$ cat src/sv/qte_pkg.sv
`timescale 1ns / 1ps
// Shared types, codes and fixed-point helpers for the quintic trajectory evaluator.
// No dependencies.
package qte_pkg;

    // default segment capacity
    localparam int MAX_SEGMENTS_DEF = 16;

    // input operation codes
    localparam logic [1:0] OP_WCOEF = 2'd0;
    localparam logic [1:0] OP_WDUR  = 2'd1;
    localparam logic [1:0] OP_EVAL  = 2'd2;

    // highest axis and power accepted on a coefficient write
    localparam logic [1:0] AXIS_MAX  = 2'd2;
    localparam logic [2:0] POWER_MAX = 3'd5;
    localparam int COEFS_PER_AXIS = 6;
    localparam int AXES = 3;

    // derivative scale factors
    localparam logic [4:0] K_V5  = 5'd5;
    localparam logic [4:0] K_V4  = 5'd4;
    localparam logic [4:0] K_V3  = 5'd3;
    localparam logic [4:0] K_V2  = 5'd2;
    localparam logic [4:0] K_A20 = 5'd20;
    localparam logic [4:0] K_A12 = 5'd12;
    localparam logic [4:0] K_A6  = 5'd6;
    localparam logic [4:0] K_A2  = 5'd2;

    localparam logic signed [47:0] MAX48 = 48'sh7FFF_FFFF_FFFF;
    localparam logic signed [47:0] MIN48 = 48'sh8000_0000_0000;

    // per-lane horner controls
    typedef struct packed {
        logic load;
        logic mul;
        logic upd;
    } lane_ctrl_t;

    // clamp a 49-bit signed sum to 48 bits
    function automatic logic signed [47:0] sat49(input logic signed [48:0] v);
        logic signed [47:0] r;
        if (v[48] != v[47])
            r = v[48] ? MIN48 : MAX48;
        else
            r = v[47:0];
        return r;
    endfunction

    // small unsigned scale of a coefficient, saturated to 48 bits
    function automatic logic signed [47:0] scale_sat(input logic signed [47:0] c,
                                                     input logic [4:0] m);
        logic signed [53:0] cx;
        logic signed [53:0] mx;
        logic signed [53:0] p;
        logic signed [47:0] r;
        cx = 54'(c);
        mx = 54'(signed'({1'b0, m}));
        p  = cx * mx;
        if (p > 54'(MAX48))
            r = MAX48;
        else if (p < 54'(MIN48))
            r = MIN48;
        else
            r = p[47:0];
        return r;
    endfunction

    // Q16.32 to Q16.16 with round half up and saturation
    function automatic logic [31:0] to_q16(input logic signed [47:0] v);
        logic [48:0] s;
        logic [32:0] off;
        logic [31:0] r;
        s   = {1'b0, ~v[47], v[46:0]} + 49'h8000;
        off = s[48:16];
        if (off[32])
            r = 32'hFFFF_FFFF ^ 32'h8000_0000;
        else
            r = off[31:0] ^ 32'h8000_0000;
        return r;
    endfunction

endpackage

$ cat src/sv/qte_lane.sv
`timescale 1ns / 1ps
// One horner lane: accumulator times Q16.16 time, rounded, plus coefficient.
// Depends on qte_pkg.
module qte_lane
    import qte_pkg::*;
(
    input  logic               clk,
    input  lane_ctrl_t         ctrl,
    input  logic signed [47:0] load_value,
    input  logic [31:0]        t,
    input  logic signed [47:0] k,
    output logic signed [47:0] acc
);

    logic signed [47:0] acc_reg;
    logic [63:0]        phi_reg;
    logic [63:0]        plo_reg;
    logic               neg_reg;

    logic [47:0]        mag;
    logic [63:0]        rnd;
    logic [65:0]        q;
    logic signed [47:0] prod;
    logic signed [47:0] sum_sat;

    // magnitude of the accumulator
    assign mag = acc_reg[47] ? (48'd0 - acc_reg) : acc_reg;

    // rounded product and signed saturation
    always_comb
    begin
        rnd = plo_reg + 64'h8000;
        q   = 66'(phi_reg) + 66'(rnd[63:16]);
        if (neg_reg)
        begin
            if (q >= 66'h8000_0000_0000)
                prod = MIN48;
            else
                prod = 48'd0 - q[47:0];
        end
        else
        begin
            if (q > 66'(MAX48))
                prod = MAX48;
            else
                prod = q[47:0];
        end
        sum_sat = sat49(49'(prod) + 49'(k));
    end

    // partial products, then accumulate
    always_ff @(posedge clk)
    begin
        if (ctrl.mul)
        begin
            phi_reg <= 64'(mag) * 64'(t[31:16]);
            plo_reg <= 64'(mag) * 64'(t[15:0]);
            neg_reg <= acc_reg[47];
        end
        if (ctrl.load)
            acc_reg <= load_value;
        else if (ctrl.upd)
            acc_reg <= sum_sat;
    end

    assign acc = acc_reg;

endmodule

$ cat config.mk
export PLATFORM = sky130hd
export DESIGN_NAME = qte_lane
export DESIGN_NICKNAME = d
export VERILOG_FILES = /design/src/sv/qte_pkg.sv /design/src/sv/qte_lane.sv
export SDC_FILE = /design/constraint.sdc
export NUM_CORES = 2
export LEC_CHECK = 0
export BUFFER_PORTS_ARGS = -buffer_cell sky130_fd_sc_hd__buf_2
export CAP_MARGIN = 10
export CORE_AREA = 2 2 246 429
export CTS_CLUSTER_DIAMETER = 50
export DETAILED_ROUTE_END_ITERATION = 12
export DIE_AREA = 0 0 248 431
export PLACE_DENSITY = 0.8
export SKIP_CTS_REPAIR_TIMING = 1
export SYNTH_ARGS = -nofsm -noshare
export SYNTH_HDL_FRONTEND = slang
export SYNTH_SLANG_ARGS = --single-unit
$ cat constraint.sdc
create_clock -name clk -period 8.8 [get_ports clk]
set_input_delay 1.32 -clock clk [delete_from_list [all_inputs] [get_ports clk]]
set_output_delay 1.32 -clock clk [all_outputs]
set_load 0.01 [all_outputs]
; ---- Word-level counts from Yosys, hierarchy flattened
; Cells that the tools add are included.
[word_totals]
ram_bits = 0
input_bits = 132
memories = 0
reg_bits = 177
latch_bits = 0
mem_bits_ro = 0
[op_classes]
muxes = 8
n_addsub = 5
reduce_logical = 1
bitwise = 0
eq_ne = 1
shifts = 0
n_mul = 2
n_div = 0
magnitude_cmp = 2
[ops]
columns = cell, n
row1 = $mux W48, 8
row2 = $mul A48 B16 Y64, 2
row3 = $sub A1 B48 Y48 const A, 2
row4 = $add A64 B48 Y65, 1
row5 = $ge A65 B48 Y1 const B, 1
row6 = $gt A65 B47 Y1 const B, 1
row7 = $add A64 B16 Y64 const B, 1
row8 = $add A48 B48 Y49, 1
row9 = $reduce_bool A2 Y1, 1
row10 = $ne A1 B1 Y1, 1

; ---- Logic depth before layout (Yosys ltp)
[logic_depth]
ltp_word = 10
mapped_depth = 45

; ---- Least setup slack after synthesis
; No wires, ideal clock.
[synth_path]
path_kind = reg-to-reg
startpoint = register acc_reg[5], in the netlist acc[5]
endpoint = register plo_reg[63], data pin
setup_time_ns = 0.262
path_buffers = 1
path_stages_with_launch = 32
setup_slack_ns = -0.690
t_required_ns = 8.538
synth_period_minus_slack_ns = 9.490
t_arrival_ns = 9.228
cell_sequence = edfxtp_1 > or4_4 > nor4_4 > nand2_1 > or4_4 > or3_4 > nor2_1 > nand3_1 > or4_4 > o21ai_1 > xnor2_1 > clkbuf_1 > nand2_1 > fa_1 > inv_1 > fa_1 > inv_1 > fa_1 > fa_1 > fa_1 > inv_1 > fa_1 > ha_1 > nand4_1 > or2_2 > a211oi_1 > o31ai_1 > o21ai_0 > nor2_1 > o41ai_1 > a211oi_1 > xnor2_1
[synth_between]
elab_chain_cells = 3
[synth_rtl]
columns = element, line_no
row1 = from (decl), qte_lane.sv:15  ; logic signed [47:0] acc_reg;
row2 = from (signal assigned), qte_lane.sv:61  ; acc_reg <= load_value;
row3 = from (signal assigned), qte_lane.sv:63  ; acc_reg <= sum_sat;
row4 = $sub A1 B48 Y48, qte_lane.sv:27  ; assign mag = acc_reg[47] ? (48'd0 - acc_reg) : acc_reg;
row5 = $mux W48 *, qte_lane.sv:27
row6 = $mul A48 B16 Y64 *, qte_lane.sv:57  ; plo_reg <= 64'(mag) * 64'(t[15:0]);
row7 = to (signal assigned), qte_lane.sv:57
row8 = to (decl), qte_lane.sv:17  ; logic [63:0] plo_reg;
; Mark *: on every way between the ends. The rest lies on a longest branch, timed or not.
; A chain may end at the register's enable or synchronous reset.

; ---- Worst setup path after layout
[layout_path]
startpoint = register acc_reg[6], in the netlist acc[6]
endpoint = register plo_reg[63], data pin
; Same word-level chain as after synthesis.

==> results.toml <==
[finish]
fin_nets = 9952
largest_reg_flops = 64
finish.instance_area_um2 = 77500
syn_to_final_growth_pct = 25.9
fillers = 6621
drive_gt1_share_pct = 25.2

[setup_path]
slowest_delay_ns = 0.57
worst_path_most_repeated_cell = "fa_1"
path_delay_family = "adder cells"
critPathCaptureType = "register"
start_kind = "register"
crit_slowest_cell = "or4_4"
path_class = "register to register"
worstReg2RegEnd = "plo_reg[63]$_DFFE_PP_"
rr_startpoint = "acc[6]$_DFFE_PP_"
critical_path_arrival_ns = 10.21
r2r_cells = 35
rrSetupSlack_ns = -1.14
critPathMaxFanout = 9
worst-path-buf-inv = 7
required_ns = 9.07

[route]
drt_iter0_drc = 5650
vias_per_cell = 6.22
routed_wl_um = 228000
first_pass_iters = 8
ant_nets = 0
drc = 0
wire_per_inst_um = 23.9
vias = 59300

[logic_synthesis]
syn_area_um2 = 61600
ys_warn_count = 0
synthAdderAreaFrac_pct = 49.3
muxShareOfSynthArea_pct = 0.431
async_reset_ff_share_pct = 0
synth_xor_area_share_pct = 4.10
synth_nets = 8897
syn_inst = 7108
synth_top_family_by_area = "adder cells"
ys.flop_type = "edfxtp_1"
synth-edff-count = 162
seq_area_frac_synth_pct = 7.90
synth-simple-area-share_pct = 18.5
syn_area_per_cell_um2 = 8.66
ys_types = 89
ys_ff_latch = 162
synth_compound_area_share_pct = 9.97

[job]
maxCapViolations = 0

[floorplanning]
core_area_um2 = 103000
std_cell_rows = 156
die_h_um = 431
boundaryPins = 180
initial_core_util_pct = 59.6
design.die.area_um2 = 107000
die_w_um = 248

[placed_design]
io_buffer_count = 179
pre_cts_slack_ns = -1.67
hpwlAfterDp_um = 173000
gp_congestion = 1.03
post_dp_cell_area_um2 = 72400

[global_routing]
grt_max_degree = 90
grt_usage_pct = 39.8
grt_pass1_vias = 62500
overflow = 0
antenna_found_initial = 20
grt_pass1_wl_um = 322000

[worst_hold_path]
hold_path_end = "acc[7]$_DFFE_PP_"
min_path_type = "input port to register"
hp-start = "load_value[7]"
hold_depth = 3

[clock_tree]
htreeDepth = 4
clk_latency_ns = 0.53
cts_tree = "done"
clk_pin_slew_worst_paths_ns = 0.07
clock-sinks = 162
cts_root_buf = "clkbuf_16"
cts_made_buffers = 17
cts.path.max_buffers = 2

[sta]
worst_slew_pin_slew_ns = 1.38
setup_violations = 116
hold_viol = 0
timing.slew.headroom_pct = 7.31
setup_slack_ns = -1.14
grt_setup_unrepaired = "yes"
fin_hold_ws_ns = 1.11
tns_ns = -84.43
post-route-period-util_pct = 113
fmax_mhz = 101
slew_viol_final = 0
finalCriticalPeriod_ns = 9.94
skew_ns = 0.0267

[run_status]
violations = "negative setup slack"
status = "finished, violations left"
## per-layer routing
metal,vias up,global-route usage (%),share of wire (%)
li1,24500,-,-
met4,12,34.3,11
met1,29000,41.4,30
met5,-,0,0.035
met3,1694,8.83,11
met2,4157,67.1,48
## placed cells by master (no fill, tap or decap), types with 29 or more instances in the layout
master | Yosys | final
fa_1 | 1285 | 1254
and2_1 | 399 | 395
nand4_1 | 74 | 74
xnor2_2 | 0 | 43
o21ai_1 | 14 | 41
a21o_1 | 100 | 100
o21ai_0 | 150 | 88
buf_6 | 0 | 63
nand3_1 | 82 | 71
edfxtp_1 | 162 | 162
nand2_1 | 1398 | 1353
a21oi_1 | 288 | 200
ha_1 | 372 | 331
xor2_1 | 81 | 75
nor2b_1 | 36 | 29
and3_1 | 48 | 41
o21a_1 | 41 | 38
nor3_1 | 64 | 53
fa_2 | 0 | 31
a21oi_2 | 1 | 74
buf_4 | 0 | 1135
o211ai_1 | 35 | 35
a211oi_2 | 3 | 33
inv_1 | 1175 | 1158
o21bai_1 | 35 | 32
clkbuf_16 | 0 | 31
nor2_1 | 170 | 146
ha_4 | 0 | 36
o21ai_2 | 0 | 29
buf_2 | 14 | 179
buf_12 | 0 | 56
nand2_2 | 0 | 33
xnor2_1 | 207 | 143
## worst min-delay path, stage by stage
cell	delay [ns]
buf_2	0.08
nand2_1	0.05
o21ai_1	0.06
## cells in the mapped netlist, types with 21 or more instances
cell         n  area, um2
clkbuf_1   399       1500
fa_1      1285      25700
o31ai_1     26        195
or3_1       25        156
o21ai_0    150        751
xnor2_1    207       1810
o21bai_1    35        263
o221ai_1    31        272
a21o_1     100        751
nand3_1     82        410
nand2_1   1398       5250
nand2b_1    29        181
nor2_1     170        638
ha_1       372       4650
a31oi_1     21        131
nor4_1      29        181
nor3_1      64        320
nand4_1     74        463
inv_1     1175       4410
o21a_1      41        308
a211oi_1    50        375
a21oi_1    288       1440
xor2_1      81        709
nor2b_1     36        225
and2_1     399       2500
edfxtp_1   162       4860
and3_1      48        300
o211ai_1    35        263
## final cells by class
type / instances / area [um2] / area share, %
multi-input cells: 5353 / 54200 / 70.0
repair buffers: 1453 / 11700 / 15.1
flip-flops and latches: 162 / 4860 / 6.28
inverters: 1176 / 4410 / 5.69
well taps: 1343 / 1680 / 2.17
clock buffers: 18 / 429 / 0.554
clock inverters: 14 / 160 / 0.207
diodes: 22 / 55.1 / 0.0710
## cells by family (layout without fill, tap and decap cells)
group	Yosys count	after routing
other	0	22
AND/OR/NAND/NOR	2449	2449
XOR/XNOR	288	288
AO/OA/AOI/OAI	934	934
buffers and inverters	1593	2661
adder cells (fa/ha/maj)	1657	1657
flip-flops	162	162
multiplexers	25	25
## through the flow
step | instances | utilization, %
after CTS | 9385 | 70.7
after global placement | 9353 | 70.1
after floorplan | 7108 | -
final | 9541 | 75.1
after detailed placement | 9353 | 70.1
after global routing | 9526 | 75.0
## worst max path at each step
stage	start	end	cells after the start
2_1_floorplan	acc[4]$_DFFE_PP_	phi_reg[62]$_DFFE_PP_	34
3_3_place_gp	plo_reg[17]$_DFFE_PP_	acc[46]$_DFFE_PP_	40
3_5_place_dp	plo_reg[17]$_DFFE_PP_	acc[29]$_DFFE_PP_	40
4_1_cts	plo_reg[20]$_DFFE_PP_	acc[46]$_DFFE_PP_	40
5_1_grt	acc[6]$_DFFE_PP_	plo_reg[63]$_DFFE_PP_	35
6_report	acc[6]$_DFFE_PP_	plo_reg[63]$_DFFE_PP_	35
Power is not shown: default switching activity piles up to over one toggle a cycle in this logic, so the estimate is an artifact.
